--- config.mk ---
export PLATFORM = sky130hd
export DESIGN_NAME = polyphonic_note_event_tracker_unit
export DESIGN_NICKNAME = d
export VERILOG_FILES = /design/src/hdl/pnet_pkg.sv /design/src/hdl/pnet_cell.sv /design/src/hdl/polyphonic_note_event_tracker_unit.sv
export SDC_FILE = /design/constraint.sdc
export NUM_CORES = 2
export LEC_CHECK = 0
export BUFFER_PORTS_ARGS = -buffer_cell sky130_fd_sc_hd__buf_2
export CAP_MARGIN = 20
export CORE_MARGIN = 1.5
export CORE_UTILIZATION = 54
export DETAILED_ROUTE_END_ITERATION = 7
export GPL_ROUTABILITY_DRIVEN = 0
export PLACE_DENSITY_LB_ADDON = 0.1
export SLEW_MARGIN = 25
export SYNTH_ARGS = -nofsm -noshare
export SYNTH_HDL_FRONTEND = slang
export SYNTH_SLANG_ARGS = --single-unit
--- constraint.sdc ---
create_clock -name clk -period 9.09 [get_ports clk]
set_clock_uncertainty 0.15 [all_clocks]
set_input_delay 0.909 -clock clk [delete_from_list [all_inputs] [get_ports clk]]
set_output_delay 0.909 -clock clk [all_outputs]
set_load 0.05 [all_outputs]
--- src/hdl/pnet_pkg.sv ---
// Package for the polyphonic note event tracker.
// Holds item kind codes, note range constants and the command broadcast to the slot cells.
// No dependencies.
`timescale 1ns / 1ps
`default_nettype none

package pnet_pkg;

	typedef enum logic [1:0] {
		KIND_FRAME_START = 2'd0,
		KIND_NOTE        = 2'd1,
		KIND_FRAME_END   = 2'd2,
		KIND_FLUSH       = 2'd3
	} kind_t;

	localparam logic [6:0] NOTE_LOW  = 7'd21;
	localparam logic [6:0] NOTE_HIGH = 7'd108;

	typedef struct packed {
		logic        clr_seen;
		logic        note_op;
		logic        alloc;
		logic        silent;
		logic        flush;
		logic [6:0]  note;
		logic [7:0]  hold;
		logic [31:0] frame_time;
		logic [31:0] sweep_time;
		logic [31:0] min_len;
	} cell_cmd_t;

endpackage

`default_nettype wire

--- src/hdl/pnet_cell.sv ---
// One slot of the active note table, a cell of the chain.
// Passes the free, match and pending-event chains and the sweep token to its neighbors.
// Depends on pnet_pkg.
`timescale 1ns / 1ps
`default_nettype none

module pnet_cell (
	input  wire                     clk,
	input  wire                     arst_n,
	input  wire pnet_pkg::cell_cmd_t cmd,
	input  wire                     tok_take,
	input  wire                     adv,
	input  wire                     free_in,
	output logic                    free_out,
	input  wire                     match_in,
	output logic                    match_out,
	input  wire                     later_in,
	output logic                    later_out,
	output logic                    tok,
	output logic                    emit,
	output logic [6:0]              note
);
	import pnet_pkg::*;

	logic        valid_q;
	logic        seen_q;
	logic        tok_q;
	logic [6:0]  note_q;
	logic [31:0] start_q;
	logic [8:0]  hold_q;

	logic        match;
	logic        first_free;
	logic        miss;
	logic [8:0]  hold_dec;
	logic        close;
	logic [32:0] dur;
	logic        long_enough;
	logic        visit;

	assign match      = valid_q && (note_q == cmd.note);
	assign first_free = !valid_q && !free_in;
	assign free_out   = free_in || !valid_q;
	assign match_out  = match_in || match;

	assign miss        = cmd.silent || !seen_q;
	assign hold_dec    = hold_q - 9'd1;
	assign close       = hold_dec[8] || (hold_dec == 9'd0);
	assign dur         = {1'b0, cmd.sweep_time} - {1'b0, start_q};
	assign long_enough = !dur[32] && (dur[31:0] >= cmd.min_len);
	assign emit        = valid_q && (cmd.flush || (miss && close)) && long_enough;
	assign later_out   = later_in || emit;

	assign visit = tok_q && adv;
	assign tok   = tok_q;
	assign note  = note_q;

	always_ff @(posedge clk or negedge arst_n) begin
		if (!arst_n) begin
			valid_q <= 1'b0;
			seen_q  <= 1'b0;
			tok_q   <= 1'b0;
		end else begin
			tok_q <= tok_take || (tok_q && !adv);
			if (cmd.clr_seen) begin
				seen_q <= 1'b0;
			end else if (cmd.note_op) begin
				if (match) begin
					seen_q <= 1'b1;
				end else if (cmd.alloc && first_free) begin
					valid_q <= 1'b1;
					seen_q  <= 1'b1;
				end
			end else if (visit) begin
				seen_q <= 1'b0;
				if (cmd.flush) begin
					valid_q <= 1'b0;
				end else if (valid_q && miss && close) begin
					valid_q <= 1'b0;
				end
			end
		end
	end

	always_ff @(posedge clk) begin
		if (cmd.note_op) begin
			if (match && !cmd.silent) begin
				hold_q <= {1'b0, cmd.hold};
			end else if (!match && cmd.alloc && first_free) begin
				note_q  <= cmd.note;
				start_q <= cmd.frame_time;
				hold_q  <= {1'b0, cmd.hold};
			end
		end else if (visit && !cmd.flush && valid_q && miss) begin
			hold_q <= hold_dec;
		end
	end

endmodule

`default_nettype wire

--- src/hdl/polyphonic_note_event_tracker_unit.sv ---
// Polyphonic note event tracker: a chain of slot cells turning note detections into events.
// Frame start and note items keep the unit idle; the next item is taken when the output is free.
// A note-on is registered to the output in the cycle after the note is accepted. Frame end and
// flush are accepted, then sweep a token through the chain, one cell per cycle, holding while a
// note-off waits on a stalled output. No item is taken until the token leaves the last cell.
// Reset empties the table, clears seen marks, frame state and output, and loads register defaults.
// Depends on pnet_pkg and pnet_cell.
`timescale 1ns / 1ps
`default_nettype none

module polyphonic_note_event_tracker_unit #(
	parameter int MAX_ACTIVE = 16
) (
	input  wire         clk,
	input  wire         arst_n,
	input  wire         psel,
	input  wire         penable,
	input  wire         pwrite,
	input  wire  [3:0]  paddr,
	input  wire  [31:0] pwdata,
	output logic [31:0] prdata,
	output logic        pready,
	input  wire         s_tvalid,
	output logic        s_tready,
	// level[15:0], time_us[47:16], note_number[54:48], strength[61:55], zero[63:62]
	input  wire  [63:0] s_tdata,
	// kind[1:0]
	input  wire  [1:0]  s_tuser,
	output logic        m_tvalid,
	input  wire         m_tready,
	// note_out[6:0], velocity_out[13:7], event_time[45:14], zero[47:46]
	output logic [47:0] m_tdata,
	// is_note_on[0]
	output logic        m_tuser,
	output logic        m_tlast
);
	import pnet_pkg::*;

	typedef enum logic [1:0] {
		ST_IDLE  = 2'b01,
		ST_SWEEP = 2'b10
	} state_t;

	localparam logic [1:0] REG_THRESH = 2'd0;
	localparam logic [1:0] REG_HOLD   = 2'd1;
	localparam logic [1:0] REG_MINLEN = 2'd2;

	state_t      state_q;
	logic [15:0] thresh_q;
	logic [7:0]  hold_q;
	logic [31:0] min_len_q;
	logic        silent_q;
	logic [31:0] frame_time_q;
	logic [31:0] sweep_time_q;
	logic        flush_q;

	logic        out_valid_q;
	logic        out_on_q;
	logic        out_last_q;
	logic [6:0]  out_note_q;
	logic [6:0]  out_vel_q;
	logic [31:0] out_time_q;

	logic        cfg_wr;
	logic        accept;
	logic        out_free;
	kind_t       kind;
	logic [15:0] in_level;
	logic [31:0] in_time;
	logic [6:0]  in_note;
	logic [6:0]  in_strength;
	logic [6:0]  note_clamped;

	cell_cmd_t   cmd;
	logic        note_on;
	logic        start_sweep;
	logic        adv;
	logic        stall;
	logic        sel_emit;
	logic        sel_last;
	logic [6:0]  sel_note;

	logic [MAX_ACTIVE-1:0] tok;
	logic [MAX_ACTIVE-1:0] tok_take;
	logic [MAX_ACTIVE-1:0] emit;
	logic [MAX_ACTIVE-1:0] free_in;
	logic [MAX_ACTIVE-1:0] free_out;
	logic [MAX_ACTIVE-1:0] match_in;
	logic [MAX_ACTIVE-1:0] match_out;
	logic [MAX_ACTIVE-1:0] later_in;
	logic [MAX_ACTIVE-1:0] later_out;
	logic [6:0]            cell_note [MAX_ACTIVE];

	assign pready = 1'b1;
	assign cfg_wr = psel && penable && pwrite;

	always_comb begin
		case (paddr[3:2])
			REG_THRESH: prdata = {16'd0, thresh_q};
			REG_HOLD:   prdata = {24'd0, hold_q};
			REG_MINLEN: prdata = min_len_q;
			default:    prdata = 32'd0;
		endcase
	end

	assign kind        = kind_t'(s_tuser);
	assign in_level    = s_tdata[15:0];
	assign in_time     = s_tdata[47:16];
	assign in_note     = s_tdata[54:48];
	assign in_strength = s_tdata[61:55];

	always_comb begin
		if (in_note < NOTE_LOW) begin
			note_clamped = NOTE_LOW;
		end else if (in_note > NOTE_HIGH) begin
			note_clamped = NOTE_HIGH;
		end else begin
			note_clamped = in_note;
		end
	end

	assign out_free = !out_valid_q || m_tready;
	assign s_tready = (state_q == ST_IDLE) && out_free;
	assign accept   = s_tvalid && s_tready;

	assign cmd.clr_seen   = accept && (kind == KIND_FRAME_START);
	assign cmd.note_op    = accept && (kind == KIND_NOTE);
	assign cmd.alloc      = !silent_q && !match_out[MAX_ACTIVE-1] && (in_strength != 7'd0);
	assign cmd.silent     = silent_q;
	assign cmd.flush      = flush_q;
	assign cmd.note       = note_clamped;
	assign cmd.hold       = hold_q;
	assign cmd.frame_time = frame_time_q;
	assign cmd.sweep_time = sweep_time_q;
	assign cmd.min_len    = min_len_q;

	assign note_on     = cmd.note_op && cmd.alloc && free_out[MAX_ACTIVE-1];
	assign start_sweep = accept && ((kind == KIND_FRAME_END) || (kind == KIND_FLUSH));

	always_comb begin
		sel_emit = 1'b0;
		sel_last = 1'b0;
		sel_note = 7'd0;
		for (int i = 0; i < MAX_ACTIVE; i++) begin
			if (tok[i]) begin
				sel_emit = sel_emit | emit[i];
				sel_last = sel_last | !later_in[i];
				sel_note = sel_note | cell_note[i];
			end
		end
	end

	assign stall = sel_emit && !out_free;
	assign adv   = (state_q == ST_SWEEP) && !stall;

	genvar g;
	generate
		for (g = 0; g < MAX_ACTIVE; g++) begin : g_cell
			if (g == 0) begin : g_head
				assign tok_take[g] = start_sweep;
				assign free_in[g]  = 1'b0;
				assign match_in[g] = 1'b0;
			end else begin : g_body
				assign tok_take[g] = tok[g-1] && adv;
				assign free_in[g]  = free_out[g-1];
				assign match_in[g] = match_out[g-1];
			end
			if (g == MAX_ACTIVE - 1) begin : g_tail
				assign later_in[g] = 1'b0;
			end else begin : g_mid
				assign later_in[g] = later_out[g+1];
			end
			pnet_cell u_cell (
				.clk       (clk),
				.arst_n    (arst_n),
				.cmd       (cmd),
				.tok_take  (tok_take[g]),
				.adv       (adv),
				.free_in   (free_in[g]),
				.free_out  (free_out[g]),
				.match_in  (match_in[g]),
				.match_out (match_out[g]),
				.later_in  (later_in[g]),
				.later_out (later_out[g]),
				.tok       (tok[g]),
				.emit      (emit[g]),
				.note      (cell_note[g])
			);
		end
	endgenerate

	always_ff @(posedge clk or negedge arst_n) begin
		if (!arst_n) begin
			state_q      <= ST_IDLE;
			thresh_q     <= 16'd328;
			hold_q       <= 8'd5;
			min_len_q    <= 32'd50000;
			silent_q     <= 1'b0;
			frame_time_q <= 32'd0;
			sweep_time_q <= 32'd0;
			flush_q      <= 1'b0;
			out_valid_q  <= 1'b0;
		end else begin
			if (cfg_wr) begin
				case (paddr[3:2])
					REG_THRESH: thresh_q  <= pwdata[15:0];
					REG_HOLD:   hold_q    <= pwdata[7:0];
					REG_MINLEN: min_len_q <= pwdata;
					default:    ;
				endcase
			end
			if (accept && (kind == KIND_FRAME_START)) begin
				silent_q     <= in_level < thresh_q;
				frame_time_q <= in_time;
			end
			if (start_sweep) begin
				flush_q      <= (kind == KIND_FLUSH);
				sweep_time_q <= (kind == KIND_FLUSH) ? in_time : frame_time_q;
			end
			case (state_q)
				ST_IDLE: begin
					if (start_sweep) begin
						state_q <= ST_SWEEP;
					end
				end
				ST_SWEEP: begin
					if (adv && tok[MAX_ACTIVE-1]) begin
						state_q <= ST_IDLE;
					end
				end
				default: state_q <= ST_IDLE;
			endcase
			if (note_on || (adv && sel_emit)) begin
				out_valid_q <= 1'b1;
			end else if (m_tready) begin
				out_valid_q <= 1'b0;
			end
		end
	end

	always_ff @(posedge clk) begin
		if (note_on) begin
			out_on_q   <= 1'b1;
			out_last_q <= 1'b1;
			out_note_q <= note_clamped;
			out_vel_q  <= in_strength;
			out_time_q <= frame_time_q;
		end else if (adv && sel_emit) begin
			out_on_q   <= 1'b0;
			out_last_q <= sel_last;
			out_note_q <= sel_note;
			out_vel_q  <= 7'd0;
			out_time_q <= sweep_time_q;
		end
	end

	assign m_tvalid = out_valid_q;
	assign m_tdata  = {2'b00, out_time_q, out_vel_q, out_note_q};
	assign m_tuser  = out_on_q;
	assign m_tlast  = out_last_q;

endmodule

`default_nettype wire

### Word-level counts from Yosys, hierarchy flattened

Index checks and enable logic that the tools add are counted.

* flip-flop bits (word level): 989
* input bits: 109
* output and inout bits: 85

* add/sub/neg operators: 32
* $lt $le $gt $ge: 19
* eq/ne operators: 89
* multiplexer cells: 287
* bitwise operators: 61
* reduce and logical (&&, ||, !) cells: 649

Operators by type and width (count)
* $mux 9: 64
* $sub 32x32->33: 16
* $ge 32x32->1: 16
* $logic_and 1x1->1: 285
* $mux 1: 194
* $mux 7: 22
* $logic_not 9->1: 16
* $sub 9x1->9 const B: 16
* $eq 7x7->1: 16
* $logic_or 1x1->1: 111
* $or 7x7->7: 15
* $logic_not 1->1: 100
* $mux 32: 3
* $pmux 32 s3: 1
* $reduce_bool 3->1: 32
* $reduce_and 5->1: 16
* $reduce_and 2->1: 36
* $reduce_bool 2->1: 34
* $ne 4x1->1 const B: 16
* $ne 3x1->1 const B: 16
* $reduce_and 3->1: 16
* $ne 2x1->1 const B: 18
* $ne 2x2->1 const B: 16
* $or 1x1->1: 29
* other kinds (10): 33

### Depth between registers and ports, before layout

* depth in word-level cells: 52
* mapped depth: 32

### By module

Synthesis repeated with hierarchy kept, for this count alone.

* cell total of the unflattened synthesis: 8918
* area total of the unflattened synthesis: 82620.5 um^2

By module, submodules not included
* pnet_cell at g_cell[10].u_cell ...: times used 10, cells an instance 485, area each 4511.8 um^2, seq. area each 1516.5 um^2
* pnet_cell at g_cell[0].u_cell ...: times used 2, cells an instance 526, area each 4669.5 um^2, seq. area each 1516.5 um^2
* polyphonic_note_event_tracker_unit: times used 1, cells an instance 836, area each 8844.7 um^2, seq. area each 4564.4 um^2
* pnet_cell at g_cell[7].u_cell: times used 1, cells an instance 576, area each 5009.8 um^2, seq. area each 1516.5 um^2
* pnet_cell at g_cell[8].u_cell: times used 1, cells an instance 563, area each 4912.2 um^2, seq. area each 1516.5 um^2
* pnet_cell at g_cell[9].u_cell: times used 1, cells an instance 540, area each 4802.1 um^2, seq. area each 1516.5 um^2
* pnet_cell at g_cell[12].u_cell: times used 1, cells an instance 501, area each 4594.4 um^2, seq. area each 1516.5 um^2

### Least setup slack after synthesis

OpenSTA, ideal clock, no wires.

* path kind: register to register
* from: register sweep_time_q[1]
* to: register out_note_q[0] (enable)
* library setup time: 0.513 ns
* arrival time: 9.197 ns
* required time: 8.427 ns
* path slack: -0.770 ns
* cell stages (with the launch flop): 27
* buffers on the path: 0
* clock period less this slack: 9.860 ns
* cell sequence: dfrtp_1 ha_1 nor2b_1 o21ai_0 a21boi_0 o21ai_0 nand2b_1 a21o_1 a21o_1 a22o_1 a41o_1 o41ai_1 inv_1 a31o_2 xor2_1 ha_1 nand3_1 nor3_1 and3_1 nand3_1 a211o_1 nor4b_4 a2111oi_4 and4_1 nand4_2 nor2_1 o21ai_0

* longest elaborated chain between the ends: 40
* elaborated cells between the ends (all ways): 116

RTL lines
* start, declared: RTL line polyphonic_note_event_tracker_unit.sv:54 `logic [31:0] sweep_time_q;`
* start signal, assigned: RTL line polyphonic_note_event_tracker_unit.sv:218 `sweep_time_q <= (kind == KIND_FLUSH) ? in_time : frame_time_q;`
* $sub 32x32->33: RTL line pnet_cell.sv:49 `assign dur = {1'b0, cmd.sweep_time} - {1'b0, start_q};`
* $ge 32x32->1 or $logic_not 1->1 (tied branches): RTL line pnet_cell.sv:50 `assign long_enough = !dur[32] && (dur[31:0] >= cmd.min_len);`
* $logic_and 1x1->1: RTL line pnet_cell.sv:50
* $logic_and 1x1->1: RTL line pnet_cell.sv:51 `assign emit = valid_q && (cmd.flush || (miss && close)) && long_enough;`
* $mux 1: RTL line polyphonic_note_event_tracker_unit.sv:145 `if (tok[i]) begin`
* $or 1x1->1: RTL line polyphonic_note_event_tracker_unit.sv:146 `sel_emit = sel_emit | emit[i];`
* $mux 1: RTL line polyphonic_note_event_tracker_unit.sv:145
* $or 1x1->1: RTL line polyphonic_note_event_tracker_unit.sv:146
* (+24 left out)
* $mux 1: RTL line polyphonic_note_event_tracker_unit.sv:145
* $or 1x1->1: RTL line polyphonic_note_event_tracker_unit.sv:146
* $mux 1 *: RTL line polyphonic_note_event_tracker_unit.sv:145
* $logic_and 1x1->1: RTL line polyphonic_note_event_tracker_unit.sv:153 `assign stall = sel_emit && !out_free;`
* $logic_not 1->1: RTL line polyphonic_note_event_tracker_unit.sv:154 `assign adv = (state_q == ST_SWEEP) && !stall;`
* $logic_and 1x1->1: RTL line polyphonic_note_event_tracker_unit.sv:154
* $logic_and 1x1->1 *: RTL line polyphonic_note_event_tracker_unit.sv:248 `end else if (adv && sel_emit) begin`
* $reduce_bool 2->1 (no source line) *
* end signal, assigned: RTL line polyphonic_note_event_tracker_unit.sv:245 `out_note_q <= note_clamped;`
* end signal, assigned: RTL line polyphonic_note_event_tracker_unit.sv:251 `out_note_q <= sel_note;`
* end, declared: RTL line polyphonic_note_event_tracker_unit.sv:60 `logic [6:0] out_note_q;`

Every way passes the cells marked *; elsewhere a longest branch is shown, timed or not.
A chain may end at the register's enable or synchronous reset.

### Worst setup path in the final report

* from: register sweep_time_q[0]
* to: register g_cell[14].u_cell.hold_q[7] (enable)

* longest elaborated chain between the ends: 44
* elaborated cells between the ends (all ways): 120

RTL lines
* $sub 32x32->33: RTL line pnet_cell.sv:49
* $ge 32x32->1 or $logic_not 1->1 (tied branches): RTL line pnet_cell.sv:50
* $logic_and 1x1->1: RTL line pnet_cell.sv:50
* $logic_and 1x1->1: RTL line pnet_cell.sv:51
* $mux 1: RTL line polyphonic_note_event_tracker_unit.sv:145
* $or 1x1->1: RTL line polyphonic_note_event_tracker_unit.sv:146
* $mux 1: RTL line polyphonic_note_event_tracker_unit.sv:145
* $or 1x1->1: RTL line polyphonic_note_event_tracker_unit.sv:146
* (+26 left out)
* $mux 1 *: RTL line polyphonic_note_event_tracker_unit.sv:145
* $logic_and 1x1->1 *: RTL line polyphonic_note_event_tracker_unit.sv:153
* $logic_not 1->1 *: RTL line polyphonic_note_event_tracker_unit.sv:154
* $logic_and 1x1->1 *: RTL line polyphonic_note_event_tracker_unit.sv:154
* $logic_and 1x1->1 *: RTL line pnet_cell.sv:54 `assign visit = tok_q && adv;`
* $logic_and 1x1->1 * (3 in a row): RTL line pnet_cell.sv:94 `end else if (visit && !cmd.flush && valid_q && miss) begin`
* $reduce_bool 2->1 (no source line) *
* $reduce_and 2->1 (no source line) *
* end signal, assigned: RTL line pnet_cell.sv:88 `hold_q <= {1'b0, cmd.hold};`
* end signal, assigned: RTL line pnet_cell.sv:92 `hold_q <= {1'b0, cmd.hold};`
* end signal, assigned: RTL line pnet_cell.sv:95 `hold_q <= hold_dec;`
* end, declared: RTL line pnet_cell.sv:30 `logic [8:0] hold_q;`

Marked as above.

==> metrics.cfg <==
[worst_setup_path]
critical_path_class = flip-flop to flip-flop
cp-end-kind = flip-flop
start_kind = flip-flop
cp_max_fo = 11
critPathArrivalTime_ns = 8.86
cp_common_cell = a21o_1
r2r_slack_ns = 0.48
cpPeakStageDelay_ns = 0.76
worstPathRequired_ns = 9.35
worst_path_max_delay_cell = a2111oi_0

[place]
dp_slack_ns = 0.425
io_buffers = 186
dp.final_hpwl_um = 167000
dp.cells = 9784

[drt]
postRouteWirelength_um = 218000
final_antenna_net_count = 0
wire_per_inst_um = 21.8
drt-initial-drc-count = 4858
viasPerCell = 6.11
remaining_drc_errors = 0
dr.pass1.iters = 6
num_vias = 61100

[clocking]
cts_buffers = 114
root_buffer = clkbuf_16
ctsLongestPathBuffers = 3
post_cts_buffers = 0
clk_latency_ns = 0.78
clkTransAtPathRegs_ns = 0.06
cts_tree = done
clock-sinks = 989
h-tree-depth = 3

[timing]
fmax_ghz = 0.116
maxSlewHeadroom_pct = 16.6
setup_tns_ns = 0
setup_viol = 0
rsz0062_at_grt = no
tightestPinTransition_ns = 1.23
finalCritPeriodShare_pct = 94.7
hold_viol = 0
drv_slew = 0
period_minus_slack_ns = 8.61
fin_ws_ns = 0.484

[global_route]
grt_first_pass_wirelength_um = 333000
grt_max_degree = 69
overflow = 0
met2_usage_pct = 49.3
busiest_layer = met2
antenna_found_initial = 5
grtUsageMet1_pct = 40.3
met3_usage_pct = 5.08
grt_usage_pct = 30.4
grt_pass1_vias = 59900

[yosys]
syn_avg_cell_area_um2 = 9.76
synth_top_area_share_pct = 32.4
yosysMostFrequentCell = ha_1
synthTopCellsByCount = ha_1, edfxtp_1, inv_1
synth_seq_cells = 989
synth_edf_count = 814
ys.flop_type = edfxtp_1
synthTopCellsByArea = edfxtp_1, ha_1, dfrtp_1
ys_warn_count = 0
synth.distinct_cells = 98
synthArstFlopShare_pct = 17.5
synth_top_cell_by_area = edfxtp_1
synth_cells = 7723
netlist_area_mm2 = 0.0754
ys_seq_area_share_pct = 38.2

[floorplanning]
std_cell_rows = 136
die_w_um = 377
core_mm2 = 0.138
fp.dieH_um = 377
initial_core_util_pct = 54.6
die-area_mm2 = 0.142
io_pins = 194

[status]
outcome = completed

[pwr]
pwr_density_cell_mw_per_mm2 = 290
power.total_w = 0.0242
p_leak_nw = 36.9
ir_drop_v = 0.000215

[cells_and_area]
fillerInstances = 11600
syn_to_final_growth_pct = 10.6
antenna_cells = 0
nets = 9235
area.sequential_mm2 = 0.0288
instances_no_fill = 10000
multiInputGateArea_mm2 = 0.0435
layout-drive-gt1-share_pct = 8.25
final_core_util_pct = 60.4

[min_path]
worstHoldPathType = input port to flip-flop

[flow_run]
maxCapViolCount = 0

-- repair_timing --
| item | in CTS | in global routing |
|---|---|---|
| hold endpoints to repair | 33 | 0 |
| hold buffers | 1 | 0 |
| endpoints found under the setup margin | 0 | 64 |
| gates resized for setup | 0 | 3 |
-- report_power, final --
group	switching, W	internal (W)
sequential	0.000723	0.00537
combinational	0.00777	0.00561
clock	0.00199	0.00270
-- kinds of logic after synthesis --
logic type	count (synthesis)	synth area share [%]
DFF	989	38.2
buffers and inverters	860	4.37
adders and majority gates	1088	18.2
and+or+nand+nor	1875	12.0
other	2	0.00996
muxes	95	1.34
AOI/OAI and AO/OA	2170	18.4
xor gates and xnor gates	644	7.48
-- sequential cells by signal, summed over array words and instances, names as in the netlist, 16 cells and up, named ones only --
| signal | cells |
|---|---|
| frame_time_q | 32 |
| g_cell.u_cell.hold_q | 144 |
| g_cell.u_cell.note | 112 |
| g_cell.u_cell.seen_q | 16 |
| g_cell.u_cell.start_q | 512 |
| g_cell.u_cell.valid_q | 16 |
| min_len_q | 32 |
| out_time_q | 32 |
| sweep_time_q | 32 |
| thresh_q | 16 |
-- cell type report --
cell class	instances	share of cell area [%]
timing repair buffer	339	2.58
sequential	989	34.6
multi-input combinational	5875	52.2
inverter	720	3.24
clock inverter	42	0.587
clock buffer	172	4.02
tap	1863	2.80
-- metal layers --
layer | vias to the layer above | routed length (um)
met1 | 29400 | 92600
met2 | 2220 | 98400
met4 | 8 | 9000
li1 | 29000 | -
met5 | - | 41
met3 | 458 | 18000
-- through the flow --
| stage | hold slack (ns) | area, um2 |
|---|---|---|
| 2_1_floorplan | 0.317 | 75400 |
| 3_3_place_gp | 0.318 | 79500 |
| 3_5_place_dp | 0.329 | 79500 |
| 4_1_cts | 0.151 | 83300 |
| 5_1_grt | 0.186 | 83400 |
| 6_report | 0.201 | 83400 |
-- layout by cell type (no fill, tap or decap), types with 72 or more instances in the layout --
| master | synthesis | final |
|---|---|---|
| buf_2 | 18 | 185 |
| o21a_1 | 113 | 113 |
| nand2_1 | 562 | 560 |
| nand4_1 | 125 | 125 |
| a21o_1 | 289 | 289 |
| nor3_1 | 131 | 124 |
| o21ai_0 | 471 | 470 |
| inv_1 | 720 | 720 |
| nand3_1 | 144 | 143 |
| nor2b_1 | 83 | 83 |
| xor2_1 | 186 | 186 |
| nor2_1 | 449 | 435 |
| clkbuf_16 | 0 | 117 |
| dfrtp_1 | 161 | 157 |
| ha_1 | 1071 | 1071 |
| xnor2_1 | 458 | 458 |
| edfxtp_1 | 814 | 814 |
| a31oi_1 | 72 | 72 |
| buf_4 | 9 | 148 |
| a21oi_1 | 666 | 666 |
| nand2b_1 | 86 | 86 |
-- critical path, delay by kind of cell, from the launching register on --
family | cells | cell delay, ns
AO/OA/AOI/OAI | 19 | 5.35
XOR/XNOR | 1 | 0.15
adder cells (fa/ha/maj) | 2 | 0.43
buffers and inverters | 3 | 0.64
flip-flops | 1 | 0.39
AND/OR/NAND/NOR | 5 | 1.13
-- path summary, 6_finish.rpt --
kind	from	end	cells past startpoint
worst min register to register	m_tuser	m_tuser	2
worst max-delay path	sweep_time_q[0]	g_cell[14].u_cell.hold_q[7]	30
max in group asynchronous	arst_n	async pin	3
worst min-delay path	pwdata[19]	min_len_q[19]	3
min in group asynchronous	arst_n	sweep_time_q[3]	2
worst max register to register	sweep_time_q[0]	g_cell[14].u_cell.hold_q[7]	30
Power figures use the tool's default switching activity.
